`src/sv/gdd_pkg.sv`:
```
`timescale 1ns / 1ps
// ----------------------------------------------------------------------------
// gdd_pkg: shared types and constants for the date difference block
// Field widths, order codes, calendar tables and the control structs that
// pass between the sequencer and its shared units.
// ----------------------------------------------------------------------------
package gdd_pkg;

   localparam int MONTH_W      = 4;
   localparam int DAY_W        = 5;
   localparam int YEAR_W       = 14;
   localparam int DIFF_W       = 23;
   localparam int ACC_W        = 24;   // holds the unsaturated day count
   localparam int OPND_W       = 10;   // widest addend: a day-of-year or 366
   localparam int CUM_W        = 9;
   localparam int CENT_W       = 7;    // year modulo 100
   localparam int DEF_MAX_YEAR = 9999;
   localparam int DIFF_LIMIT   = 4194303;
   localparam int MONTHS       = 12;

   localparam logic [1:0] ORD_EQUAL  = 2'd0;
   localparam logic [1:0] ORD_BEFORE = 2'd1;
   localparam logic [1:0] ORD_AFTER  = 2'd2;

   typedef struct packed {
      logic start;   // load year 1
      logic step;    // advance one year
   } cal_ctrl_type;

   typedef struct packed {
      logic              clear;
      logic              en;
      logic              sub;
      logic [OPND_W-1:0] operand;
   } alu_op_type;

   // days in the months before month m
   function automatic logic [CUM_W-1:0] cum_days(input logic [MONTH_W-1:0] m);
      logic [CUM_W-1:0] r;
      case (m)
         4'd1:    r = 9'd0;
         4'd2:    r = 9'd31;
         4'd3:    r = 9'd59;
         4'd4:    r = 9'd90;
         4'd5:    r = 9'd120;
         4'd6:    r = 9'd151;
         4'd7:    r = 9'd181;
         4'd8:    r = 9'd212;
         4'd9:    r = 9'd243;
         4'd10:   r = 9'd273;
         4'd11:   r = 9'd304;
         4'd12:   r = 9'd334;
         default: r = 9'd0;
      endcase
      return r;
   endfunction

   function automatic logic [DAY_W-1:0] month_len(input logic [MONTH_W-1:0] m,
                                                  input logic leap);
      logic [DAY_W-1:0] r;
      case (m)
         4'd2:                         r = leap ? 5'd29 : 5'd28;
         4'd4, 4'd6, 4'd9, 4'd11:      r = 5'd30;
         4'd1, 4'd3, 4'd5, 4'd7, 4'd8,
         4'd10, 4'd12:                 r = 5'd31;
         default:                      r = 5'd0;
      endcase
      return r;
   endfunction

endpackage

```
`src/sv/gdd_calendar.sv`:
```
`timescale 1ns / 1ps
// ----------------------------------------------------------------------------
// gdd_calendar: year walker
// Counts years upward from year 1 and tracks the year modulo 100 and the
// century modulo 4, so the leap flag needs no division.
// ----------------------------------------------------------------------------
module gdd_calendar
   import gdd_pkg::*;
(
   input  logic              clock,
   input  cal_ctrl_type      ctrl,
   output logic [YEAR_W-1:0] year,
   output logic              leap
);

   logic [YEAR_W-1:0] year_ff, year_in;
   logic [CENT_W-1:0] cent_ff, cent_in;   // year mod 100
   logic [1:0]        quad_ff, quad_in;   // centuries mod 4
   logic              wrap;

   assign wrap = (cent_ff == CENT_W'(99));

   always_comb begin
      year_in = year_ff;
      cent_in = cent_ff;
      quad_in = quad_ff;
      if (ctrl.start) begin
         year_in = YEAR_W'(1);
         cent_in = CENT_W'(1);
         quad_in = 2'd0;
      end else if (ctrl.step) begin
         year_in = year_ff + YEAR_W'(1);
         cent_in = wrap ? '0 : cent_ff + CENT_W'(1);
         quad_in = quad_ff + 2'(wrap);
      end
   end

   always_ff @(posedge clock) begin
      year_ff <= year_in;
      cent_ff <= cent_in;
      quad_ff <= quad_in;
   end

   assign year = year_ff;
   // divisible by 4, and not a century unless the century count is a multiple of 4
   assign leap = (year_ff[1:0] == 2'd0) && ((cent_ff != '0) || (quad_ff == 2'd0));

endmodule

```
`src/sv/gdd_alu.sv`:
```
`timescale 1ns / 1ps
// ----------------------------------------------------------------------------
// gdd_alu: shared accumulator
// One add/subtract unit with its accumulator; every day count in the block
// goes through here, one operand per cycle.
// ----------------------------------------------------------------------------
module gdd_alu
   import gdd_pkg::*;
(
   input  logic                    clock,
   input  alu_op_type              op,
   output logic signed [ACC_W-1:0] acc
);

   logic signed [ACC_W-1:0] acc_ff, acc_in;
   logic signed [ACC_W-1:0] opnd;

   assign opnd = signed'(ACC_W'(op.operand));

   always_comb begin
      acc_in = acc_ff;
      if (op.clear) begin
         acc_in = '0;
      end else if (op.en) begin
         acc_in = op.sub ? acc_ff - opnd : acc_ff + opnd;
      end
   end

   always_ff @(posedge clock) begin
      acc_ff <= acc_in;
   end

   assign acc = acc_ff;

endmodule

```
`src/sv/gregorian_date_difference.sv`:
```
`timescale 1ns / 1ps
// ----------------------------------------------------------------------------
// gregorian_date_difference: signed day count between two calendar dates
// Checks dates A and B and returns their order and A minus B in days.
// ----------------------------------------------------------------------------
// Usage:
//   req_* takes one item: both dates packed in req_tdata. rsp_* returns one
//   item per request: order and day difference in rsp_tdata, the two
//   validity flags in rsp_tuser.
//   The sequencer walks years from 1 up to the larger valid year, one year a
//   cycle through a single shared adder, then adds A's day-of-year offset and
//   subtracts B's. rsp_tvalid rises, and req_tready with it, once the walk
//   and both offsets are done; when both years are out of range there is no
//   walk. The larger valid year, up to MAX_YEAR, sets how long the walk runs.
//   req_tready is low while an item is in work, one item at a time.
//   The finished result sits in an output register; a new request is taken
//   while it waits. If the receiver stalls, the next item finishes its walk
//   and then holds until the register frees.
//   Reset empties the output register and returns the sequencer to idle;
//   there is no other state and no clearing pass.
// ----------------------------------------------------------------------------
module gregorian_date_difference
   import gdd_pkg::*;
#(
   parameter int MAX_YEAR = DEF_MAX_YEAR
) (
   input  logic        clock,
   input  logic        reset,
   input  logic        req_tvalid,
   output logic        req_tready,
   // month_a[3:0], day_a[8:4], year_a[22:9], month_b[26:23], day_b[31:27],
   // year_b[45:32], zero pad [47:46]
   input  logic [47:0] req_tdata,
   output logic        rsp_tvalid,
   input  logic        rsp_tready,
   // order[1:0], day_difference[24:2], zero pad [31:25]
   output logic [31:0] rsp_tdata,
   // valid_a[0], valid_b[1]
   output logic [1:0]  rsp_tuser
);

   typedef enum logic [4:0] {
      ST_IDLE  = 5'b00001,
      ST_SWEEP = 5'b00010,
      ST_DOY_A = 5'b00100,
      ST_DOY_B = 5'b01000,
      ST_EMIT  = 5'b10000
   } state_type;

   localparam logic [YEAR_W-1:0] YEAR_MAX = YEAR_W'(MAX_YEAR);
   localparam logic signed [ACC_W-1:0] SAT_HI = ACC_W'(DIFF_LIMIT);
   localparam logic signed [ACC_W-1:0] SAT_LO = -SAT_HI;

   state_type state_ff, state_in;

   logic [MONTH_W-1:0] ma_ff, ma_in, mb_ff, mb_in;
   logic [DAY_W-1:0]   da_ff, da_in, db_ff, db_in;
   logic [YEAR_W-1:0]  ya_ff, ya_in, yb_ff, yb_in;
   logic [YEAR_W-1:0]  end_ff, end_in;
   logic               leap_a_ff, leap_a_in, leap_b_ff, leap_b_in;

   logic               rsp_valid_ff, rsp_valid_in;
   logic [1:0]         rsp_user_ff, rsp_user_in;
   logic [1:0]         ord_ff, ord_in;
   logic [DIFF_W-1:0]  diff_ff, diff_in;

   logic [MONTH_W-1:0] req_ma, req_mb;
   logic [DAY_W-1:0]   req_da, req_db;
   logic [YEAR_W-1:0]  req_ya, req_yb, ya_lim, yb_lim;

   cal_ctrl_type            cal_ctrl;
   alu_op_type              alu_op;
   logic [YEAR_W-1:0]       cal_year;
   logic                    cal_leap;
   logic signed [ACC_W-1:0] acc;

   logic               accept, out_free;
   logic               below_a, below_b;
   logic [OPND_W-1:0]  doy_a, doy_b;
   logic               ok_a, ok_b;

   assign req_ma = req_tdata[3:0];
   assign req_da = req_tdata[8:4];
   assign req_ya = req_tdata[22:9];
   assign req_mb = req_tdata[26:23];
   assign req_db = req_tdata[31:27];
   assign req_yb = req_tdata[45:32];

   // out-of-range years take no part in the walk
   assign ya_lim = (req_ya > YEAR_MAX) ? '0 : req_ya;
   assign yb_lim = (req_yb > YEAR_MAX) ? '0 : req_yb;

   assign req_tready = (state_ff == ST_IDLE);
   assign accept     = req_tvalid && req_tready;
   assign out_free   = !rsp_valid_ff || rsp_tready;

   assign below_a = (cal_year < ya_ff);
   assign below_b = (cal_year < yb_ff);

   assign doy_a = OPND_W'(cum_days(ma_ff)) + OPND_W'(da_ff)
                  + OPND_W'(leap_a_ff && (ma_ff > MONTH_W'(2)));
   assign doy_b = OPND_W'(cum_days(mb_ff)) + OPND_W'(db_ff)
                  + OPND_W'(leap_b_ff && (mb_ff > MONTH_W'(2)));

   assign ok_a = (ya_ff != '0) && (ya_ff <= YEAR_MAX)
                 && (ma_ff inside {[1:MONTHS]})
                 && (da_ff != '0) && (da_ff <= month_len(ma_ff, leap_a_ff));
   assign ok_b = (yb_ff != '0) && (yb_ff <= YEAR_MAX)
                 && (mb_ff inside {[1:MONTHS]})
                 && (db_ff != '0) && (db_ff <= month_len(mb_ff, leap_b_ff));

   always_comb begin
      state_in     = state_ff;
      ma_in        = ma_ff;
      da_in        = da_ff;
      ya_in        = ya_ff;
      mb_in        = mb_ff;
      db_in        = db_ff;
      yb_in        = yb_ff;
      end_in       = end_ff;
      leap_a_in    = leap_a_ff;
      leap_b_in    = leap_b_ff;
      rsp_valid_in = rsp_valid_ff && !rsp_tready;
      rsp_user_in  = rsp_user_ff;
      ord_in       = ord_ff;
      diff_in      = diff_ff;
      cal_ctrl     = '0;
      alu_op       = '0;

      case (state_ff)
         ST_IDLE: begin
            if (accept) begin
               ma_in          = req_ma;
               da_in          = req_da;
               ya_in          = req_ya;
               mb_in          = req_mb;
               db_in          = req_db;
               yb_in          = req_yb;
               end_in         = (ya_lim > yb_lim) ? ya_lim : yb_lim;
               leap_a_in      = 1'b0;
               leap_b_in      = 1'b0;
               cal_ctrl.start = 1'b1;
               alu_op.clear   = 1'b1;
               state_in       = (ya_lim == '0 && yb_lim == '0) ? ST_DOY_A : ST_SWEEP;
            end
         end
         ST_SWEEP: begin
            // years before A count up, years before B count down
            alu_op.en      = below_a ^ below_b;
            alu_op.sub     = below_b;
            alu_op.operand = cal_leap ? OPND_W'(366) : OPND_W'(365);
            if (cal_year == ya_ff) begin
               leap_a_in = cal_leap;
            end
            if (cal_year == yb_ff) begin
               leap_b_in = cal_leap;
            end
            if (cal_year == end_ff) begin
               state_in = ST_DOY_A;
            end else begin
               cal_ctrl.step = 1'b1;
            end
         end
         ST_DOY_A: begin
            alu_op.en      = 1'b1;
            alu_op.operand = doy_a;
            state_in       = ST_DOY_B;
         end
         ST_DOY_B: begin
            alu_op.en      = 1'b1;
            alu_op.sub     = 1'b1;
            alu_op.operand = doy_b;
            state_in       = ST_EMIT;
         end
         ST_EMIT: begin
            if (out_free) begin
               rsp_valid_in = 1'b1;
               rsp_user_in  = {ok_b, ok_a};
               ord_in       = ORD_EQUAL;
               diff_in      = '0;
               if (ok_a && ok_b) begin
                  if (acc < 0) begin
                     ord_in = ORD_BEFORE;
                  end else if (acc > 0) begin
                     ord_in = ORD_AFTER;
                  end
                  if (acc > SAT_HI) begin
                     diff_in = SAT_HI[DIFF_W-1:0];
                  end else if (acc < SAT_LO) begin
                     diff_in = SAT_LO[DIFF_W-1:0];
                  end else begin
                     diff_in = acc[DIFF_W-1:0];
                  end
               end
               state_in = ST_IDLE;
            end
         end
         default: begin
            state_in = ST_IDLE;
         end
      endcase
   end

   always_ff @(posedge clock) begin
      if (reset) begin
         state_ff     <= ST_IDLE;
         rsp_valid_ff <= 1'b0;
      end else begin
         state_ff     <= state_in;
         rsp_valid_ff <= rsp_valid_in;
      end
   end

   always_ff @(posedge clock) begin
      ma_ff       <= ma_in;
      da_ff       <= da_in;
      ya_ff       <= ya_in;
      mb_ff       <= mb_in;
      db_ff       <= db_in;
      yb_ff       <= yb_in;
      end_ff      <= end_in;
      leap_a_ff   <= leap_a_in;
      leap_b_ff   <= leap_b_in;
      rsp_user_ff <= rsp_user_in;
      ord_ff      <= ord_in;
      diff_ff     <= diff_in;
   end

   gdd_calendar u_calendar (
      .clock (clock),
      .ctrl  (cal_ctrl),
      .year  (cal_year),
      .leap  (cal_leap)
   );

   gdd_alu u_alu (
      .clock (clock),
      .op    (alu_op),
      .acc   (acc)
   );

   assign rsp_tvalid = rsp_valid_ff;
   assign rsp_tdata  = {7'd0, diff_ff, ord_ff};
   assign rsp_tuser  = rsp_user_ff;

`ifndef SYNTHESIS
   // the year walk never passes its end year
   a_sweep_bound: assert property (@(posedge clock) disable iff (reset)
      (state_ff == ST_SWEEP) |-> (cal_year <= end_ff))
      else $error("year walk overran its end year");

   // an order is only reported for two valid dates
   a_order_valid: assert property (@(posedge clock) disable iff (reset)
      (rsp_tvalid && rsp_tdata[1:0] != ORD_EQUAL) |-> (rsp_tuser == 2'b11))
      else $error("order reported for an invalid date");

   // equal order goes with a zero difference
   a_equal_zero: assert property (@(posedge clock) disable iff (reset)
      (rsp_tvalid && rsp_tdata[1:0] == ORD_EQUAL) |-> (rsp_tdata[24:2] == '0))
      else $error("nonzero difference with equal order");

   // an accepted item keeps the block busy
   a_busy: assert property (@(posedge clock) disable iff (reset)
      accept |=> !req_tready)
      else $error("request taken while an item is in work");
`endif

endmodule

```
`config.mk`:
```
export PLATFORM = sky130hd
export DESIGN_NAME = gregorian_date_difference
export DESIGN_NICKNAME = d
export VERILOG_FILES = /design/src/sv/gdd_pkg.sv /design/src/sv/gdd_calendar.sv /design/src/sv/gdd_alu.sv /design/src/sv/gregorian_date_difference.sv
export SDC_FILE = /design/constraint.sdc
export NUM_CORES = 1
export LEC_CHECK = 0
export BUFFER_PORTS_ARGS = -buffer_cell sky130_fd_sc_hd__buf_4
export CORE_MARGIN = 4
export CORE_UTILIZATION = 55
export DETAILED_ROUTE_END_ITERATION = 10
export HOLD_SLACK_MARGIN = 0.15
export PLACE_DENSITY = 0.77
export SLEW_MARGIN = 20
export SYNTH_ARGS = -nofsm -noshare
export SYNTH_HDL_FRONTEND = slang
export SYNTH_SLANG_ARGS = --single-unit
```
`constraint.sdc`:
```
create_clock -name clock -period 4.68 [get_ports clock]
set_input_delay 0.468 -clock clock [delete_from_list [all_inputs] [get_ports clock]]
set_output_delay 0.468 -clock clock [all_outputs]
set_load 0.01 [all_outputs]
```
==> results of run 1 <==
power by group through the flow:
stage,Clock [uW],Combinational (uW),Sequential (uW)
5_1_grt,1440,1940,1710
4_1_cts,1380,1630,1700
2_1_floorplan,0,1030,1700
3_5_place_dp,0,1460,1720
3_3_place_gp,0,1420,1720
6_report,1370,1790,1700
worst max-delay path, cell delays in order, from the launching register on:
cell and delay [ns]:
edfxtp_1 0.35, and2_4 0.16, o21ai_4 0.05, fa_2 0.41
fa_2 0.38, nand2b_4 0.15, nand2b_1 0.09, a21oi_2 0.07
xnor2_2 0.17, a211oi_2 0.31, buf_4 0.17, nand2_1 0.05
o21ai_0 0.21, xnor2_1 0.11, ha_1 0.33, o21ai_0 0.13
a21oi_2 0.21, o21ai_4 0.12, a2111oi_4 0.40, o22ai_2 0.13
o21a_1 0.20, and2b_2 0.19, mux2i_1 0.17, mux2i_1 0.19
layout make-up:
class	instances	area, um2
inverter	82	310
timing repair buffer	194	1460
tap	229	287
clock buffer	17	425
fill	1310	5280
multi-input combinational	844	6270
sequential	160	4090
clock inverter	15	146
cell usage after synthesis (3+ instances only):
cell type / instances / area, um2
a31oi_1: 5 / 31.3
o31ai_1: 8 / 60.1
a211oi_1: 11 / 82.6
xnor2_1: 29 / 254
inv_2: 3 / 11.3
nor3_1: 19 / 95.1
xor2_1: 33 / 289
or2_2: 4 / 25.0
buf_4: 7 / 52.6
clkbuf_1: 14 / 52.6
nand2_1: 98 / 368
a211o_1: 4 / 35.0
nand2b_1: 17 / 106
o211ai_1: 7 / 52.6
inv_1: 79 / 297
a21o_1: 16 / 120
fa_1: 5 / 100
and2_1: 7 / 43.8
o2111ai_1: 3 / 26.3
nand3_1: 18 / 90.1
dfxtp_1: 71 / 1420
o21ai_1: 7 / 35.0
o41ai_1: 4 / 35.0
mux2i_1: 35 / 350
o22ai_1: 4 / 25.0
a2111oi_0: 3 / 26.3
edfxtp_1: 89 / 2670
nor2b_1: 13 / 81.3
or3_1: 7 / 43.8
nor4_1: 20 / 125
buf_2: 5 / 25.0
nor2_1: 135 / 507
a41oi_1: 3 / 26.3
o21a_1: 13 / 97.6
a21oi_1: 84 / 420
o21ai_0: 46 / 230
and3_1: 13 / 81.3
ha_1: 105 / 1310
nand4_1: 16 / 100
per-stage QoR:
stage | cells | power (uW)
after detailed placement | 1494 | 3180
after floorplan | 1116 | 2730
after global placement | 1494 | 3140
after global routing | 1541 | 5090
final | 1541 | 4850
after CTS | 1537 | 4700
cell families after synthesis:
group	after synthesis	share of synthesized area, %
xor+xnor	62	5.23
fa+ha+maj	110	13.6
simple gates	390	18.4
mux	39	3.86
flops	160	39.4
buf+inv	112	4.70
compound gates	236	14.7
other cells	1	0.0361
worst min path at each step:
stage	startpoint	to	slack, ns	cells past startpoint
floorplan	u_alu.acc[19]	u_alu.acc[19]	0.46	2
global placement	u_calendar.cent_ff[6]	u_calendar.cent_ff[6]	0.49	2
detailed placement	u_calendar.cent_ff[6]	u_calendar.cent_ff[6]	0.50	2
CTS	req_tdata[30]	db_ff[3]	0.19	1
global route	req_tdata[6]	da_ff[2]	0.19	1
finish	req_tdata[31]	db_ff[4]	0.20	1
timing repair:
| action | CTS | global route |
|---|---|---|
| buffers inserted | 12 | 4 |
| cloned | 0 | 0 |
| pin swaps | 42 | 19 |
| setup endpoints to repair | 9 | 14 |
| resized for setup | 44 | 37 |
per-layer routing:
layer  vias to the layer above  global-route usage, %  routed length, um
met2                       263                   42.2              12900
met5                         -                      0                 13
met3                        81                   4.36               1240
met4                         2                   9.12                884
li1                       4347                      -                  -
met1                      4136                   29.7              11100
==> results.json, run 1 <==
{
  "areaGrowthSynthToFinish_pct": 25.2,
  "skew_ns": 0.00827,
  "drive_gt1_share_pct": 24.2,
  "setup_slack_ns": -0.145,
  "violations": "setup timing",
  "dpl-instance-area_um2": 11900,
  "fin_nets": 1461,
  "insertion_delay_ns": 0.44,
  "drv_cap": 0,
  "grt_usage_pct": 24.1,
  "setup_violations": 6,
  "port_buffers": 78,
  "reg2reg_from": "ma_ff[0]",
  "final_common_cell": "buf_4",
  "final_cell_mix": "192 x buf_4, 134 x nor2_1, 100 x ha_1",
  "cts_tree": "yes",
  "synthesis.instances": 1110,
  "initial_core_util_pct": 56.8,
  "fin_crit_ns": 4.83,
  "drt_wl_total_um": 26200,
  "combPwrFrac_pct": 36.8,
  "utilization_pct": 71.1,
  "post-route-drc-count": 0,
  "cts_buffers": 17,
  "clkSlewWorstSetupHoldPaths_ns": 0.07,
  "r2r-end": "u_alu.acc[23]",
  "whs_ns": 0.203,
  "die_area_um2": 21100,
  "diodes": 0,
  "grt_pass1_vias": 8522,
  "p_clk_share_pct": 28.2,
  "ys_dominant_reg_cell": "edfxtp_1",
  "die_x_um": 145,
  "syn_area_um2": 10400,
  "cts_hold_buf": 0,
  "leakagePower_uw": 0.00579,
  "vias_per_cell": 5.73,
  "critPathCapture": "u_alu.acc[23]",
  "core_region_area_um2": 18300,
  "power.switching_uw": 1670,
  "synth_cell_type_count": 75,
  "grt_max_degree": 68,
  "ant_nets": 0,
  "finalWeightedCongestion": 0.956,
  "ys_seq_elements": 160,
  "cp-start-kind": "flip-flop",
  "cp_max_fo": 4,
  "setup_tns_ns": -0.541,
  "finish.instance_area_um2": 13000,
  "worstPathArrival_ns": 5.20,
  "setup.worst_path.end_class": "flip-flop",
  "r2r_cells": 23,
  "seq_area_frac_synth_pct": 39.4,
  "die_h_um": 145,
  "switching_share_pct": 34.4,
  "tightest_slew_ns": 1.02,
  "ios": 88,
  "hold_viol": 0,
  "required_ns": 5.05,
  "synth-edff-count": 89,
  "row_count": 49,
  "htreeDepth": 4,
  "clockRootBuffer": "clkbuf_16",
  "internal_power_uw": 3180,
  "cts_sinks": 160,
  "first_iter_violations": 618,
  "yosysWarnings": 0,
  "antenna_found_initial": 1,
  "avgSynthCellArea_um2": 9.35,
  "r2r_slack_ns": -0.15,
  "grt_pass1_wl_um": 41700,
  "hold_class": "in -> reg",
  "ir_drop_mv": 0.276,
  "route.vias.total": 8829,
  "dp.final_hpwl_um": 19000,
  "dp_slack_ns": -0.382,
  "grt_setup_unrepaired": "true",
  "slew_headroom_pct": 31.3,
  "grt-ovfl-total": 0,
  "max_clock_freq_mhz": 207,
  "startpoint": "ma_ff[0]",
  "status": "finished with violations",
  "drtPass1Iterations": 6,
  "async_reset_ff_share_pct": 0,
  "min_period_over_period_pct": 103,
  "critPathKind": "reg -> reg",
  "slew_viol_final": 0,
  "powerDensity_nw_per_um2": 373,
  "wl_per_cell_um": 17.0,
  "cts.path.max_buffers": 2,
  "seq_power_share_pct": 35.0
}
(Power assumes the default switching activity.)
==> run 2: changes to the inputs <==
--- a/config.mk
+++ b/config.mk
@@ -14,4 +14,5 @@
 export SLEW_MARGIN = 20
 export SYNTH_ARGS = -nofsm -noshare
 export SYNTH_HDL_FRONTEND = slang
+export SYNTH_HIERARCHICAL = 1
 export SYNTH_SLANG_ARGS = --single-unit
==> results.json, run 2 <==
{
  "htreeDepth": 4,
  "slew_headroom_pct": 33.7,
  "max_clock_freq_mhz": 211,
  "skew_ns": 0.0102,
  "drtPass1Iterations": 5,
  "drt_wl_total_um": 26100,
  "min_period_over_period_pct": 101,
  "cts.path.max_buffers": 2,
  "insertion_delay_ns": 0.43,
  "setup.worst_path.end_class": "flip-flop",
  "core_region_area_um2": 18800,
  "powerDensity_nw_per_um2": 372,
  "leakagePower_uw": 0.00538,
  "fin_nets": 1425,
  "synth-edff-count": 89,
  "ios": 88,
  "regArea_um2": 4090,
  "grt_max_degree": 60,
  "synth_mux_area_share_pct": 5.58,
  "synth_compound_area_share_pct": 15.3,
  "cp_max_fo": 6,
  "synthesis.instances": 1107,
  "antenna_found_initial": 0,
  "violations": "setup timing",
  "setup_violations": 3,
  "grt_usage_pct": 23.6,
  "cts_buffers": 17,
  "drive_gt1_share_pct": 23.4,
  "die_area_um2": 21500,
  "required_ns": 4.97,
  "status": "finished with violations",
  "diodes": 0,
  "hold_viol": 0,
  "hp-start": "req_tdata[31]",
  "ys_top_cells_by_count": "104 x ha_1, 90 x nand2_1, 89 x edfxtp_1",
  "dp_slack_ns": -0.0920,
  "seq_area_frac_synth_pct": 38.8,
  "drv_cap": 0,
  "grt-ovfl-total": 0,
  "clkSlewWorstSetupHoldPaths_ns": 0.07,
  "synth_fa_ha_area_share_pct": 13.3,
  "clockRootBuffer": "clkbuf_16",
  "avgSynthCellArea_um2": 9.54,
  "yosys.cell_count.top_type": "ha_1",
  "slowest_delay_ns": 0.39,
  "synth_top_area_cell": "edfxtp_1",
  "synth-xor-area-share_pct": 5.47,
  "synth.area.top_cells": "edfxtp_1 25%, dfxtp_1 13%, ha_1 12%",
  "cp-start-kind": "flip-flop",
  "row_count": 50,
  "yosysWarnings": 6,
  "grt_setup_unrepaired": "true",
  "worstPathCellList": "or2_4 -> o21ai_4 -> fa_2 -> inv_2 -> fa_2 -> a21o_1 -> a21oi_2 -> o21bai_1 -> nand4_1 -> xor2_1 -> o221ai_2 -> buf_4 -> nor2_4 -> a21oi_2 -> xnor2_1 -> ha_2 -> nand2_1 -> o211ai_1 -> a221oi_2 -> o21a_2 -> nor2_4 -> a31oi_2 -> xor2_1 -> a211oi_2",
  "whs_ns": 0.212,
  "critPathKind": "reg -> reg",
  "post-route-drc-count": 0,
  "grt_pass1_wl_um": 41600,
  "slew_viol_final": 0,
  "initial_core_util_pct": 56.3,
  "tightest_slew_ns": 0.990,
  "first_iter_violations": 643,
  "wl_per_cell_um": 17.2,
  "syn_area_um2": 10600,
  "grt_pass1_vias": 8528,
  "r2r_slack_ns": -0.06,
  "route.vias.total": 8994,
  "fill_cells": 1383,
  "dp.final_hpwl_um": 19600,
  "die_x_um": 147,
  "finalWeightedCongestion": 0.922,
  "worstPathArrival_ns": 5.03,
  "synth_cell_type_count": 80,
  "final_common_cell": "buf_4",
  "synth_top_area_share_pct": 25.3,
  "crit_slowest_cell": "edfxtp_1",
  "port_buffers": 78,
  "fin_crit_ns": 4.74,
  "ir_drop_mv": 0.286,
  "setup_slack_ns": -0.0558,
  "ys_dominant_reg_cell": "edfxtp_1",
  "hold_class": "in -> reg",
  "synth_top_family_by_area": "simple AND/OR/NAND/NOR gates",
  "multi_input_area_um2": 6360,
  "areaGrowthSynthToFinish_pct": 22.7,
  "reg2reg_from": "ma_ff[2]",
  "async_reset_ff_share_pct": 0,
  "synthSimpleGateAreaFrac_pct": 17.1,
  "ys_seq_elements": 160,
  "vias_per_cell": 5.95,
  "ant_nets": 0,
  "die_h_um": 147,
  "cts_sinks": 160,
  "final_cell_mix": "168 x buf_4, 95 x ha_1, 89 x nand2_1, 89 x edfxtp_1, 72 x inv_1",
  "cts_tree": "yes",
  "startpoint": "ma_ff[2]"
}
-- run 2: cell count changes after synthesis, sizes merged, moves of 8 or more --
cell,change
a21oi,-14
clkbuf,+9
mux2,+9
nand2,-8
nand4,+14
nor2,-63
nor3,+18
o21ai,+18
or4,+8
xnor2,+16
xor2,-12
-- run 2: cell type report --
type / count / area share (%)
well taps: 234 / 2.26
multi-input cells: 837 / 49.1
inverters: 76 / 2.21
clock inverters: 11 / 1.20
clock buffers: 21 / 3.48
repair buffers: 172 / 10.1
flip-flops and latches: 160 / 31.6
-- run 2: layer usage --
layer	vias to the layer above	routed length, um	track usage, %
met1	4241	11300	30.0
met2	314	12600	39.3
met5	-	0	0
met3	70	1300	4.38
met4	0	888	10.7
li1	4369	-	-
-- run 2: worst max-delay path, delay by kind of cell, from the launching register on --
kind / cells / cell delay (ns)
xor gates and xnor gates: 3 / 0.68
and+or+nand+nor: 5 / 0.61
DFF: 1 / 0.39
adders and majority gates: 3 / 0.97
AOI/OAI and AO/OA: 11 / 1.74
buffers and inverters: 2 / 0.23
-- run 2: cell families (layout without fill, tap and decap cells) --
logic type                 after synthesis  in the layout
AOI/OAI and AO/OA                      250            250
xor gates and xnor gates                66             66
adders and majority gates              109            109
buffers and inverters                  116            280
DFF                                    160            160
muxes                                   55             55
other                                    1              7
and+or+nand+nor                        350            350
-- run 2: through the flow --
stage / util [%] / total power, uW / instances / instance area, um2 / setup TNS [ns]
after floorplan: - / 2720 / 1113 / 10600 / 0
after global placement: 63.7 / 3130 / 1469 / 12000 / -0.0353
after detailed placement: 63.7 / 3170 / 1469 / 12000 / -0.333
after CTS: 67.2 / 4640 / 1502 / 12600 / 0
after global routing: 69.0 / 5060 / 1511 / 13000 / -1.60
final: 69.0 / 4820 / 1511 / 13000 / -0.105
-- run 2: final timing paths --
path                           endpoint  cells past startpoint
hold / removal                 db_ff[4]                      1
setup / recovery          u_alu/acc[20]                     24
setup reg to reg          u_alu/acc[20]                     24
hold reg to reg   u_calendar/quad_ff[1]                      2
-- run 2: timing repair --
item	CTS	global route
resized for setup	12	58
endpoints found under the setup margin	8	14
pin swaps	17	43
setup buffers	1	9
hold buffers	0	0
-- run 2: report_power, final --
group	internal (uW)	switching, uW
Sequential	1600	77.4
Clock	859	582
Combinational	799	907
Total	3260	1570
==> run 3: changes to the inputs <==
--- a/config.mk
+++ b/config.mk
@@ -5,6 +5,7 @@
 export SDC_FILE = /design/constraint.sdc
 export NUM_CORES = 1
 export LEC_CHECK = 0
+export ABC_AREA = 1
 export BUFFER_PORTS_ARGS = -buffer_cell sky130_fd_sc_hd__buf_4
 export CORE_MARGIN = 4
 export CORE_UTILIZATION = 55
==> results.json, run 3 <==
{
  "port_buffers": 78,
  "grt_max_degree": 94,
  "grt_pass1_wl_um": 45400,
  "hold_class": "in -> reg",
  "wl_per_cell_um": 14.6,
  "post-route-drc-count": 0,
  "drtPass1Iterations": 6,
  "tightest_slew_ns": 0.813,
  "slew_viol_final": 0,
  "synth_top_area_share_pct": 23.6,
  "synth_top_area_cell": "edfxtp_1",
  "required_ns": 5.00,
  "yosys.cell_count.top_type": "nand2_1",
  "ys_top_cells_by_count": "361 x nand2_1, 242 x inv_1, 221 x nor2_1",
  "powerDensity_nw_per_um2": 334,
  "status": "finished, final reports clean",
  "crit_slowest_cell": "fa_2",
  "cp-start-kind": "flip-flop",
  "critPathKind": "reg -> reg",
  "core_region_area_um2": 20200,
  "synth_compound_area_share_pct": 9.40,
  "clockRootBuffer": "clkbuf_16",
  "htreeDepth": 4,
  "cts_hold_buf": 0,
  "max_clock_freq_mhz": 228,
  "numPlacedInstances": 1884,
  "dp.final_hpwl_um": 21200,
  "synthesis.instances": 1547,
  "drv_cap": 0,
  "final_common_cell": "nand2_1",
  "yosysWarnings": 6,
  "antenna_found_initial": 0,
  "synthSimpleGateAreaFrac_pct": 30.1,
  "drt_wl_total_um": 28000,
  "clkSlewWorstSetupHoldPaths_ns": 0.06,
  "insertion_delay_ns": 0.44,
  "initial_core_util_pct": 56.0,
  "leakagePower_uw": 0.00622,
  "total_power_uw": 4300,
  "skew_ns": 0.0206,
  "fill_cells": 1817,
  "min_period_over_period_pct": 93.6,
  "fin_nets": 1798,
  "row_count": 52,
  "synth_cell_type_count": 56,
  "slowest_delay_ns": 0.44,
  "vias_per_cell": 5.37,
  "synth-edff-count": 89,
  "seq_area_frac_synth_pct": 36.1,
  "ys_seq_elements": 160,
  "grt_pass1_vias": 9406,
  "drive_gt1_share_pct": 11.6,
  "die_x_um": 152,
  "synth_mux_area_share_pct": 0,
  "first_iter_violations": 738,
  "cts_sinks": 160,
  "cpMostUsedCell": "nand2_1",
  "syn_area_um2": 11300,
  "grt_usage_pct": 24.9,
  "synth-xor-area-share_pct": 2.09,
  "fin_crit_ns": 4.38,
  "diodes": 0,
  "async_reset_ff_share_pct": 0,
  "slew_headroom_pct": 45.7,
  "synth_top_family_by_area": "simple AND/OR/NAND/NOR gates",
  "cp_max_fo": 5,
  "die_h_um": 152,
  "cts_buffers": 17,
  "worstPathArrival_ns": 4.71,
  "synth_fa_ha_area_share_pct": 12.4,
  "setup.worst_path.end_class": "flip-flop",
  "cts_tree": "yes",
  "cts.path.max_buffers": 2,
  "ant_nets": 0,
  "ys_dominant_reg_cell": "edfxtp_1",
  "final_cell_mix": "359 x nand2_1, 242 x inv_1, 219 x nor2_1",
  "areaGrowthSynthToFinish_pct": 13.9,
  "avgSynthCellArea_um2": 7.32,
  "regArea_um2": 4090,
  "multi_input_area_um2": 6200,
  "ir_drop_mv": 0.275,
  "finalWeightedCongestion": 0.935,
  "ios": 88,
  "hold_viol": 0,
  "fin_cells": 1920,
  "synth.area.top_cells": "edfxtp_1 24%, dfxtp_1 13%, nand2_1 12%",
  "setup_violations": 0,
  "grt-ovfl-total": 0,
  "die_area_um2": 23000,
  "route.vias.total": 10300
}
[run 3: cell count changes after synthesis, moves of 18 or more]
cell / previous run / this run
a21oi_1: 68 / 86
mux2i_1: 42 / 0
nor3_1: 36 / 12
nand2_1: 90 / 361
nand3_1: 17 / 99
nor2_1: 71 / 221
xnor2_1: 45 / 10
inv_1: 74 / 242
[run 3: repair_timing]
item,4_1_cts,5_1_grt
resized for setup,0,15
endpoints found under the setup margin,0,14
buffers inserted,0,4
[run 3: final cells by class]
cell class	instances	share of cell area (%)
multi-input combinational	1114	48.1
inverter	251	7.36
tap	270	2.62
clock inverter	12	1.19
timing repair buffer	93	5.41
clock buffer	20	3.63
sequential	160	31.7
[run 3: metrics by stage]
step | hold slack [ns] | setup TNS [ns] | setup slack [ns] | area, um2 | utilization [%]
2_1_floorplan | 0.480 | 0 | 0.842 | 11400 | -
3_3_place_gp | 0.492 | 0 | 0.325 | 12200 | 60.3
3_5_place_dp | 0.509 | 0 | 0.200 | 12200 | 60.3
4_1_cts | 0.193 | 0 | 0.162 | 12800 | 63.4
5_1_grt | 0.189 | -0.0295 | -0.0189 | 12900 | 63.8
6_report | 0.207 | 0 | 0.298 | 12900 | 63.8
[run 3: critical path: cells and delay by family (launching register included)]
kind / cells / cell delay (ns)
compound gates: 3 / 0.77
xor+xnor: 1 / 0.27
fa+ha+maj: 4 / 1.32
buf+inv: 3 / 0.28
flops: 1 / 0.38
simple gates: 15 / 1.23
[run 3: cells by family after synthesis]
| logic type | count (synthesis) |
|---|---|
| other cells | 1 |
| compound gates | 189 |
| xor+xnor | 27 |
| flops | 160 |
| simple gates | 782 |
| buf+inv | 279 |
| fa+ha+maj | 109 |
[run 3: layer usage]
metal,wire [um],GRT usage [%]
met5,0,0
met3,1790,4.19
met2,13000,39.9
met1,12800,35.0
met4,451,7.01
[run 3: power by group]
part / leakage, uW / switching, uW / total, uW / internal [uW]
Clock: 0.000300 / 588 / 1480 / 888
Sequential: 0.00137 / 67.5 / 1660 / 1590
Combinational: 0.00455 / 772 / 1170 / 397
Total: 0.00622 / 1430 / 4300 / 2880
[run 3: final timing paths]
| kind | startpoint | to | slack [ns] | cells after the start |
|---|---|---|---|---|
| min | req_tdata[27] | db_ff[0] | 0.21 | 1 |
| min reg2reg | u_calendar/cent_ff[1] | u_calendar/cent_ff[1] | 0.52 | 2 |
| max | ma_ff[0] | u_alu/acc[23] | 0.30 | 26 |
| max reg2reg | ma_ff[0] | u_alu/acc[23] | 0.30 | 26 |
